<file path="src/hdl/two_level_page_table_manager_top_assert.svh">
// ----------------------------------------------------------------------------
// Assertion macros for the page table manager
// Shared assertion forms, compiled out when ASSERT_OFF is defined.
// ----------------------------------------------------------------------------
`ifndef TWO_LEVEL_PAGE_TABLE_MANAGER_TOP_ASSERT_SVH
`define TWO_LEVEL_PAGE_TABLE_MANAGER_TOP_ASSERT_SVH

`ifndef ASSERT_OFF
`define TLPTM_ASSERT(lbl, clk, rst, prop) \
  lbl: assert property (@(posedge clk) disable iff (rst) prop) \
    else $error("tlptm assertion failed");
`define TLPTM_NEVER(lbl, clk, rst, cond) \
  lbl: assert property (@(posedge clk) disable iff (rst) !(cond)) \
    else $error("tlptm forbidden condition");
`else
`define TLPTM_ASSERT(lbl, clk, rst, prop)
`define TLPTM_NEVER(lbl, clk, rst, cond)
`endif

`endif

</file>
<file path="src/hdl/tlptm_pkg.sv">
// ----------------------------------------------------------------------------
// Page table manager package
// Request and status codes, fixed field widths and the queued item type.
// ----------------------------------------------------------------------------
package tlptm_pkg;

  localparam int DIR_SIZE = 1024;
  localparam int IDX_W    = 10;
  localparam int OFF_W    = 12;

  localparam logic [1:0] REQ_MAP      = 2'd0;
  localparam logic [1:0] REQ_UNMAP    = 2'd1;
  localparam logic [1:0] REQ_LOOKUP   = 2'd2;
  localparam logic [1:0] REQ_READ_DIR = 2'd3;

  localparam logic [2:0] ST_OK          = 3'd0;
  localparam logic [2:0] ST_UNALIGNED   = 3'd1;
  localparam logic [2:0] ST_NO_TABLE    = 3'd2;
  localparam logic [2:0] ST_NOT_ENABLED = 3'd3;
  localparam logic [2:0] ST_NOT_MAPPED  = 3'd4;

  localparam logic [OFF_W-1:0] DIR_FLAGS = 12'h003;

  typedef struct packed {
    logic [1:0]       req;
    logic [31:0]      virt;
    logic [19:0]      phys_hi;
    logic [OFF_W-1:0] flags;
    logic [IDX_W-1:0] dsel;
    logic             bad_virt;
    logic             bad_phys;
  } item_t;

endpackage

</file>
<file path="src/hdl/tlptm_front.sv">
// ----------------------------------------------------------------------------
// Page table manager front end
// Accepts items, flags misaligned addresses and queues them for the back end.
// ----------------------------------------------------------------------------
module tlptm_front (
  input  logic                 clk,
  input  logic                 rst,
  input  logic                 busy,
  input  logic                 in_valid,
  output logic                 in_stall,
  input  logic [1:0]           req_type,
  input  logic [31:0]          vaddr,
  input  logic [31:0]          phys_addr,
  input  logic [11:0]          entry_flags,
  input  logic [9:0]           dir_index,
  input  logic                 pop,
  output logic                 empty,
  output tlptm_pkg::item_t     head
);

  tlptm_pkg::item_t q [2];
  logic       wr_ptr;
  logic       rd_ptr;
  logic [1:0] count;
  logic       push;
  tlptm_pkg::item_t item;

  assign in_stall = busy || (count == 2'd2);
  assign push     = in_valid && !in_stall;
  assign empty    = (count == 2'd0);
  assign head     = q[rd_ptr];

  always_comb begin
    item.req      = req_type;
    item.virt     = vaddr;
    item.phys_hi  = phys_addr[31:12];
    item.flags    = entry_flags;
    item.dsel     = dir_index;
    item.bad_virt = (vaddr[11:0] != 12'd0);
    item.bad_phys = (phys_addr[11:0] != 12'd0);
  end

  always_ff @(posedge clk) begin
    if (push) begin
      q[wr_ptr] <= item;
    end
    if (rst) begin
      wr_ptr <= 1'b0;
      rd_ptr <= 1'b0;
      count  <= 2'd0;
    end else begin
      if (push) begin
        wr_ptr <= !wr_ptr;
      end
      if (pop) begin
        rd_ptr <= !rd_ptr;
      end
      count <= count + {1'b0, push} - {1'b0, pop};
    end
  end

endmodule

</file>
<file path="config.mk">
export PLATFORM = sky130hd
export DESIGN_NAME = tlptm_front
export DESIGN_NICKNAME = d
export VERILOG_FILES = /design/src/hdl/two_level_page_table_manager_top_assert.svh /design/src/hdl/tlptm_pkg.sv /design/src/hdl/tlptm_front.sv
export SDC_FILE = /design/constraint.sdc
export NUM_CORES = 1
export LEC_CHECK = 0
export ABC_AREA = 1
export BUFFER_PORTS_ARGS = -buffer_cell sky130_fd_sc_hd__buf_2
export CORE_MARGIN = 5
export CORE_UTILIZATION = 40
export CTS_CLUSTER_DIAMETER = 80
export DETAILED_ROUTE_END_ITERATION = 7
export GPL_TIMING_DRIVEN = 1
export HOLD_SLACK_MARGIN = 0.05
export PLACE_DENSITY = 0.71
export RECOVER_POWER = 50
export REMOVE_ABC_BUFFERS = 1
export SLEW_MARGIN = 10
export SYNTH_ARGS = -nofsm -noshare
export SYNTH_HDL_FRONTEND = slang
export SYNTH_SLANG_ARGS = --single-unit
</file>
<file path="constraint.sdc">
create_clock -name clk -period 4.3 [get_ports clk]
set_clock_uncertainty 0.05 [all_clocks]
set_input_delay 0.43 -clock clk [delete_from_list [all_inputs] [get_ports clk]]
set_output_delay 0.43 -clock clk [all_outputs]
set_load 0.01 [all_outputs]
</file>
==> impl_metrics.tcl, run 1 <==
set metrics [dict create \
    irDropWorstVdd_uv 236.3 \
    wl_per_cell_um 16.51 \
    instances_no_fill 679 \
    grt_pass1_vias 3504 \
    ant_nets 0 \
    cts.sinks 161 \
    gp_congestion 0.7451 \
    cp-start-kind "flip-flop" \
    drc 0 \
    insertion_delay_ns 0.41 \
    fin_crit_sh_pct 73.67 \
    port_buffers 172 \
    fp.dieH_um 132.7 \
    cp_data_arrival_time_ns 3.09 \
    crit_type "flip-flop to flip-flop" \
    synth_area_per_cell_um2 20.29 \
    drt_iter0_markers 149 \
    core_area_um2 14640 \
    nFillCells 1245 \
    ios 173 \
    hpwl_um 7573 \
    cts_resized 0 \
    outcome "finished with violations" \
    cp.required_ns 4.22 \
    cts_tree "done" \
    maxCapViolCount 2 \
    num_vias 3210 \
    htreeDepth 4 \
    grt_setup_unrepaired "false" \
    start_util_pct 41.15 \
    rows 44 \
    area_delta_synth_final_pct 25.06 \
    diodes 0 \
    drive_above_1_share_pct 45.86 \
    finalWirelength_um 11210 \
    layout.area.seq_um2 4788 \
    slew_headroom_pct -72.12 \
    ys_warn_count 0 \
    nets 577 \
    violations "capacitance limit, slew limit" \
    dp_slack_ns 1.883 \
    viasPerCell 4.728 \
    p_per_area_nw_per_um2 467.1 \
    drv_slew 80 \
    grt_max_degree 79 \
    cts_setup_buffers 0 \
    postCtsHoldBufs 0 \
    hp-class "input port to flip-flop" \
    die_area_um2 17620 \
    multi_input_area_um2 1149 \
    die-width_um 132.7 \
    track_usage_pct 12.82 \
    fin_area_um2 7536 \
    setup_slack_ns 1.132 \
    netlist_area_um2 6026 \
    fin_total_pwr_w 0.003520 \
    p_leak_nw 2.745 \
    synth_area_leaders "edfxtp_1 (78%), mux2_2 (11%), mux2_4 (5.0%), dfxtp_1 (1.7%), nor2_1 (1.3%)" \
    worst_path_dominant_cell_family "buffers and inverters" \
    hold_viol 0 \
    numCtsBuffers 17 \
    ys_types 15 \
    fmax_ghz 0.3157 \
    crit_slowest_cell "clkbuf_1" \
    end_kind "flip-flop" \
    ys_ff_latch 161 \
    grt_pass1_wl_um 17620 \
    crit_buf_inv 2 \
    dpl.cell_count 647 \
    root_buffer "clkbuf_16" \
    dr.pass1.iters 4 \
    worstPathMaxFanout 44 \
    clkTransAtPathRegs_ns 0.06 \
    antenna_found_initial 0 \
    fin_crit_ns 3.168 \
    synth_top_area_share_pct 77.74 \
    clk_path_buf_depth 2 \
    worstPathCellList "inv_1 -> nand2_1 -> nand3_1 -> nor2_4 -> clkbuf_1" \
    yosys.area.top_type "edfxtp_1" \
    tightest_slew_ns 2.582 \
    overflow 0 \
    slowest_delay_ns 1.83 \
    post_dp_cell_area_um2 7082 \
    seq_area_frac_synth_pct 79.40 \
    synthCells 297 \
    setup_viol 0 \
]
-- placed cells by master, fill, tap and decap left out, drive strengths merged --
master	netlist	routed
or2	1	1
bufinv	0	1
xnor2	1	1
clkbuf	0	77
ha	2	2
clkinv	0	9
buf	9	118
clkinvlp	0	3
a21oi	1	1
inv	8	7
dfxtp	5	5
edfxtp	156	156
nand2	10	10
nand3	4	4
nand4	1	1
mux2	78	78
nor2	21	21
-- state kept, by name (all words and copies together) (netlist names), named ones only --
| name | count |
|---|---|
| count | 2 |
| q | 156 |
| rd_ptr | 1 |
| wr_ptr | 1 |
-- worst paths after layout --
| kind | startpoint | depth (start not counted) | slack, ns | to |
|---|---|---|---|---|
| hold reg to reg | rd_ptr$_SDFFE_PP0P_ | 2 | 0.46 | flip-flop |
| setup / recovery | count[0]$_SDFF_PP0_ | 5 | 1.13 | q[0][58]$_DFFE_PP_ |
| hold / removal | phys_addr[30] | 1 | 0.15 | q[0][42]$_DFFE_PP_ |
| setup reg to reg | count[0]$_SDFF_PP0_ | 5 | 1.13 | q[0][58]$_DFFE_PP_ |
-- layout make-up --
type                       count  area share (%)
sequential                   161           63.54
timing repair buffer         175           10.71
clock buffer                  20           5.794
multi-input combinational    119           15.24
tap                          184           3.055
inverter                       8          0.4151
clock inverter                12           1.245
-- cell families (layout without fill, tap and decap cells) --
| logic type | count (synthesis) | after routing | share of synthesized area [%] |
|---|---|---|---|
| muxes | 78 | 78 | 15.82 |
| DFF | 161 | 161 | 79.40 |
| buffers and inverters | 17 | 215 | 1.661 |
| and+or+nand+nor | 37 | 37 | 2.471 |
| xor gates and xnor gates | 1 | 1 | 0.1454 |
| AOI/OAI and AO/OA | 1 | 1 | 0.08298 |
| adders and majority gates | 2 | 2 | 0.4152 |
-- cell usage after synthesis, drive strengths merged --
cell    count
buf         9
or2         1
nand2      10
a21oi       1
edfxtp    156
mux2       78
nor2       21
nand3       4
nand4       1
ha          2
dfxtp       5
xnor2       1
inv         8
-- routing by layer --
layer	GRT usage, %	part of all wire [%]	wire, um
met5	0	0	0
met4	4.330	1.1	127
met3	5.201	7.7	868
met2	22.15	51	5770
met1	14.44	40	4445
-- metrics by stage --
step,setup TNS (ns),hold slack [ns],util (%)
2_1_floorplan,-11.66,0.4299,-
3_5_place_dp,0,0.4496,48.36
4_1_cts,0,0.1274,51.98
5_1_grt,0,0.1227,51.46
3_3_place_gp,0,0.4465,48.36
6_report,0,0.1473,51.46
-- where the power goes --
part / internal, W / switching (W) / total [W]
registers: 0.00180 / 0.0000469 / 0.00185
logic: 0.000165 / 0.000154 / 0.000319
clock network: 0.000786 / 0.000568 / 0.00135
-- worst register-to-register path, cell delays in order, from the launching register on --
cell and delay (ns):
dfxtp_1 0.35, inv_1 0.05, nand2_1 0.09, nand3_1 0.19
nor2_4 0.13, clkbuf_1 1.83
Power figures use the tool's default switching activity.
==> run 2: changes to the inputs <==
==> constraint.sdc (replaced) <==
create_clock -name clk -period 2.55 [get_ports clk]
set_clock_uncertainty 0.05 [all_clocks]
set_input_delay 0.255 -clock clk [delete_from_list [all_inputs] [get_ports clk]]
set_output_delay 0.255 -clock clk [all_outputs]
set_load 0.01 [all_outputs]
==> run 2 against run 1 <==
Non-clock buffer count grew 81. Combinational power increased by 120%. Critical path type is now flip-flop to output port. The flow now finishes without violations. Worst hold slack worse by 0.066 ns. Wire length grew 9.3%. Register-to-register slack worse by 0.42 ns. First-iteration DRC count decreased by 2.7%. Setup slack worse by 0.63 ns.
==> impl_metrics.tcl, run 2 (synthesized netlist as in run 1, its figures left out) <==
set metrics [dict create \
    viasPerCell 4.632 \
    diodes 0 \
    overflow 0 \
    fin_crit_ns 2.045 \
    crit_slowest_cell "buf_4" \
    end_kind "output port" \
    cp_data_arrival_time_ns 1.74 \
    final_util_pct 57.66 \
    fin_area_um2 8444 \
    grt_pass1_vias 3879 \
    cts_resized 0 \
    layout_common_cells "edfxtp_1 (156), buf_2 (108), dlygate4sd3_1 (77)" \
    crit_buf_inv 2 \
    setup_viol 0 \
    grt_setup_unrepaired "false" \
    outcome "finished clean" \
    pwr-share-comb_pct 11.3 \
    drt_iter0_markers 145 \
    cp.required_ns 2.25 \
    p_seq_share_pct 48.8 \
    ios 173 \
    fp.dieH_um 132.7 \
    die-width_um 132.7 \
    antenna_found_initial 0 \
    cts.sinks 161 \
    drive_above_1_share_pct 39.24 \
    grt_max_degree 44 \
    drv_slew 0 \
    ant_nets 0 \
    largest_register_ffs 156 \
    cts_setup_buffers 0 \
    wl_per_cell_um 16.12 \
    whs_ns 0.08169 \
    drc 0 \
    dpl.cell_count 651 \
    htreeDepth 4 \
    core_area_um2 14640 \
    num_vias 3520 \
    nets 658 \
    worstPathMaxFanout 35 \
    post_dp_cell_area_um2 7162 \
    fmax_ghz 0.4890 \
    worstPathCellList "buf_4 -> mux2_2 -> buf_2" \
    p_per_area_nw_per_um2 742.8 \
    rows 44 \
    crit_type "flip-flop to output port" \
    grt_pass1_wl_um 19530 \
    p_sw_share_pct 20.97 \
    area_delta_synth_final_pct 40.14 \
    hp-class "input port to flip-flop" \
    clockPowerShare_pct 40.0 \
    postCtsHoldBufs 77 \
    die_area_um2 17620 \
    start_util_pct 41.15 \
    power.internal_w 0.004957 \
    instances_no_fill 760 \
    cts_tree "done" \
    reg.largest.list "q: 156 flops, count: 2 flops" \
    slowest_delay_ns 0.41 \
    clkTransAtPathRegs_ns 0.06 \
    root_buffer "clkbuf_16" \
    p_switching_w 0.001315 \
    maxCapViolCount 0 \
    finalWirelength_um 12250 \
    insertion_delay_ns 0.41 \
    hold_viol 0 \
    port_buffers 172 \
    worst_path_dominant_cell_family "buffers and inverters" \
    regMostFlops "q" \
    gp_congestion 0.7385 \
    clk_path_buf_depth 2 \
    hpwl_um 7904 \
    final_common_cell "edfxtp_1" \
    slew_headroom_pct 67.39 \
    dr.pass1.iters 4 \
    cp-start-kind "flip-flop" \
    tightest_slew_ns 0.4892 \
    track_usage_pct 14.25 \
    numCtsBuffers 17 \
    p_leak_nw 3.113 \
    fin_crit_sh_pct 80.20 \
    irDropWorstVdd_uv 485.1 \
]
run 2: power groups by stage:
stage / Combinational [W] / Clock, W / Sequential, W
after global placement: 0.000620 / 0 / 0.00311
after global routing: 0.000767 / 0.00267 / 0.00306
after detailed placement: 0.000635 / 0 / 0.00311
after floorplan: 0.000322 / 0 / 0.00315
after CTS: 0.000729 / 0.00257 / 0.00306
final: 0.000706 / 0.00251 / 0.00306
run 2: tightest hold or removal path, stage by stage:
cell and delay, ns:
buf_2 0.10, xnor2_1 0.07, nor2_1 0.07
run 2: stage by stage:
stage	setup TNS [ns]	setup slack, ns	power [W]
2_1_floorplan	-179.98	-1.840	0.003473
3_3_place_gp	0	0.8038	0.003726
3_5_place_dp	0	0.7171	0.003748
4_1_cts	0	0.4481	0.006360
5_1_grt	0	0.4213	0.006502
6_report	0	0.5049	0.006272
run 2: layer usage:
| metal | vias to the layer above | GRT usage, % | routed length (um) |
|---|---|---|---|
| li1 | 1675 | - | - |
| met1 | 1706 | 15.74 | 4749 |
| met2 | 124 | 25.67 | 6546 |
| met3 | 15 | 4.822 | 801 |
| met4 | 0 | 4.908 | 156 |
| met5 | - | 0 | 0 |
run 2: final cells by class:
class / instances / area (um2)
tap: 184 / 230.2
clock inverter: 10 / 136.4
fill: 1135 / 6200
multi-input combinational: 119 / 1149
clock buffer: 22 / 454.2
sequential: 161 / 4788
inverter: 8 / 31.28
timing repair buffer: 256 / 1655
run 2: path summary, 6_finish.rpt:
| check | start | end | slack [ns] | cells past startpoint |
|---|---|---|---|---|
| worst max-delay path | flip-flop | head[41] | 0.50 | 3 |
| worst min-delay path | pop | flip-flop | 0.08 | 3 |
| worst max register to register | count[0]$_SDFF_PP0_ | count[1]$_SDFF_PP0_ | 0.71 | 9 |
| worst min register to register | rd_ptr$_SDFFE_PP0P_ | flip-flop | 0.47 | 2 |
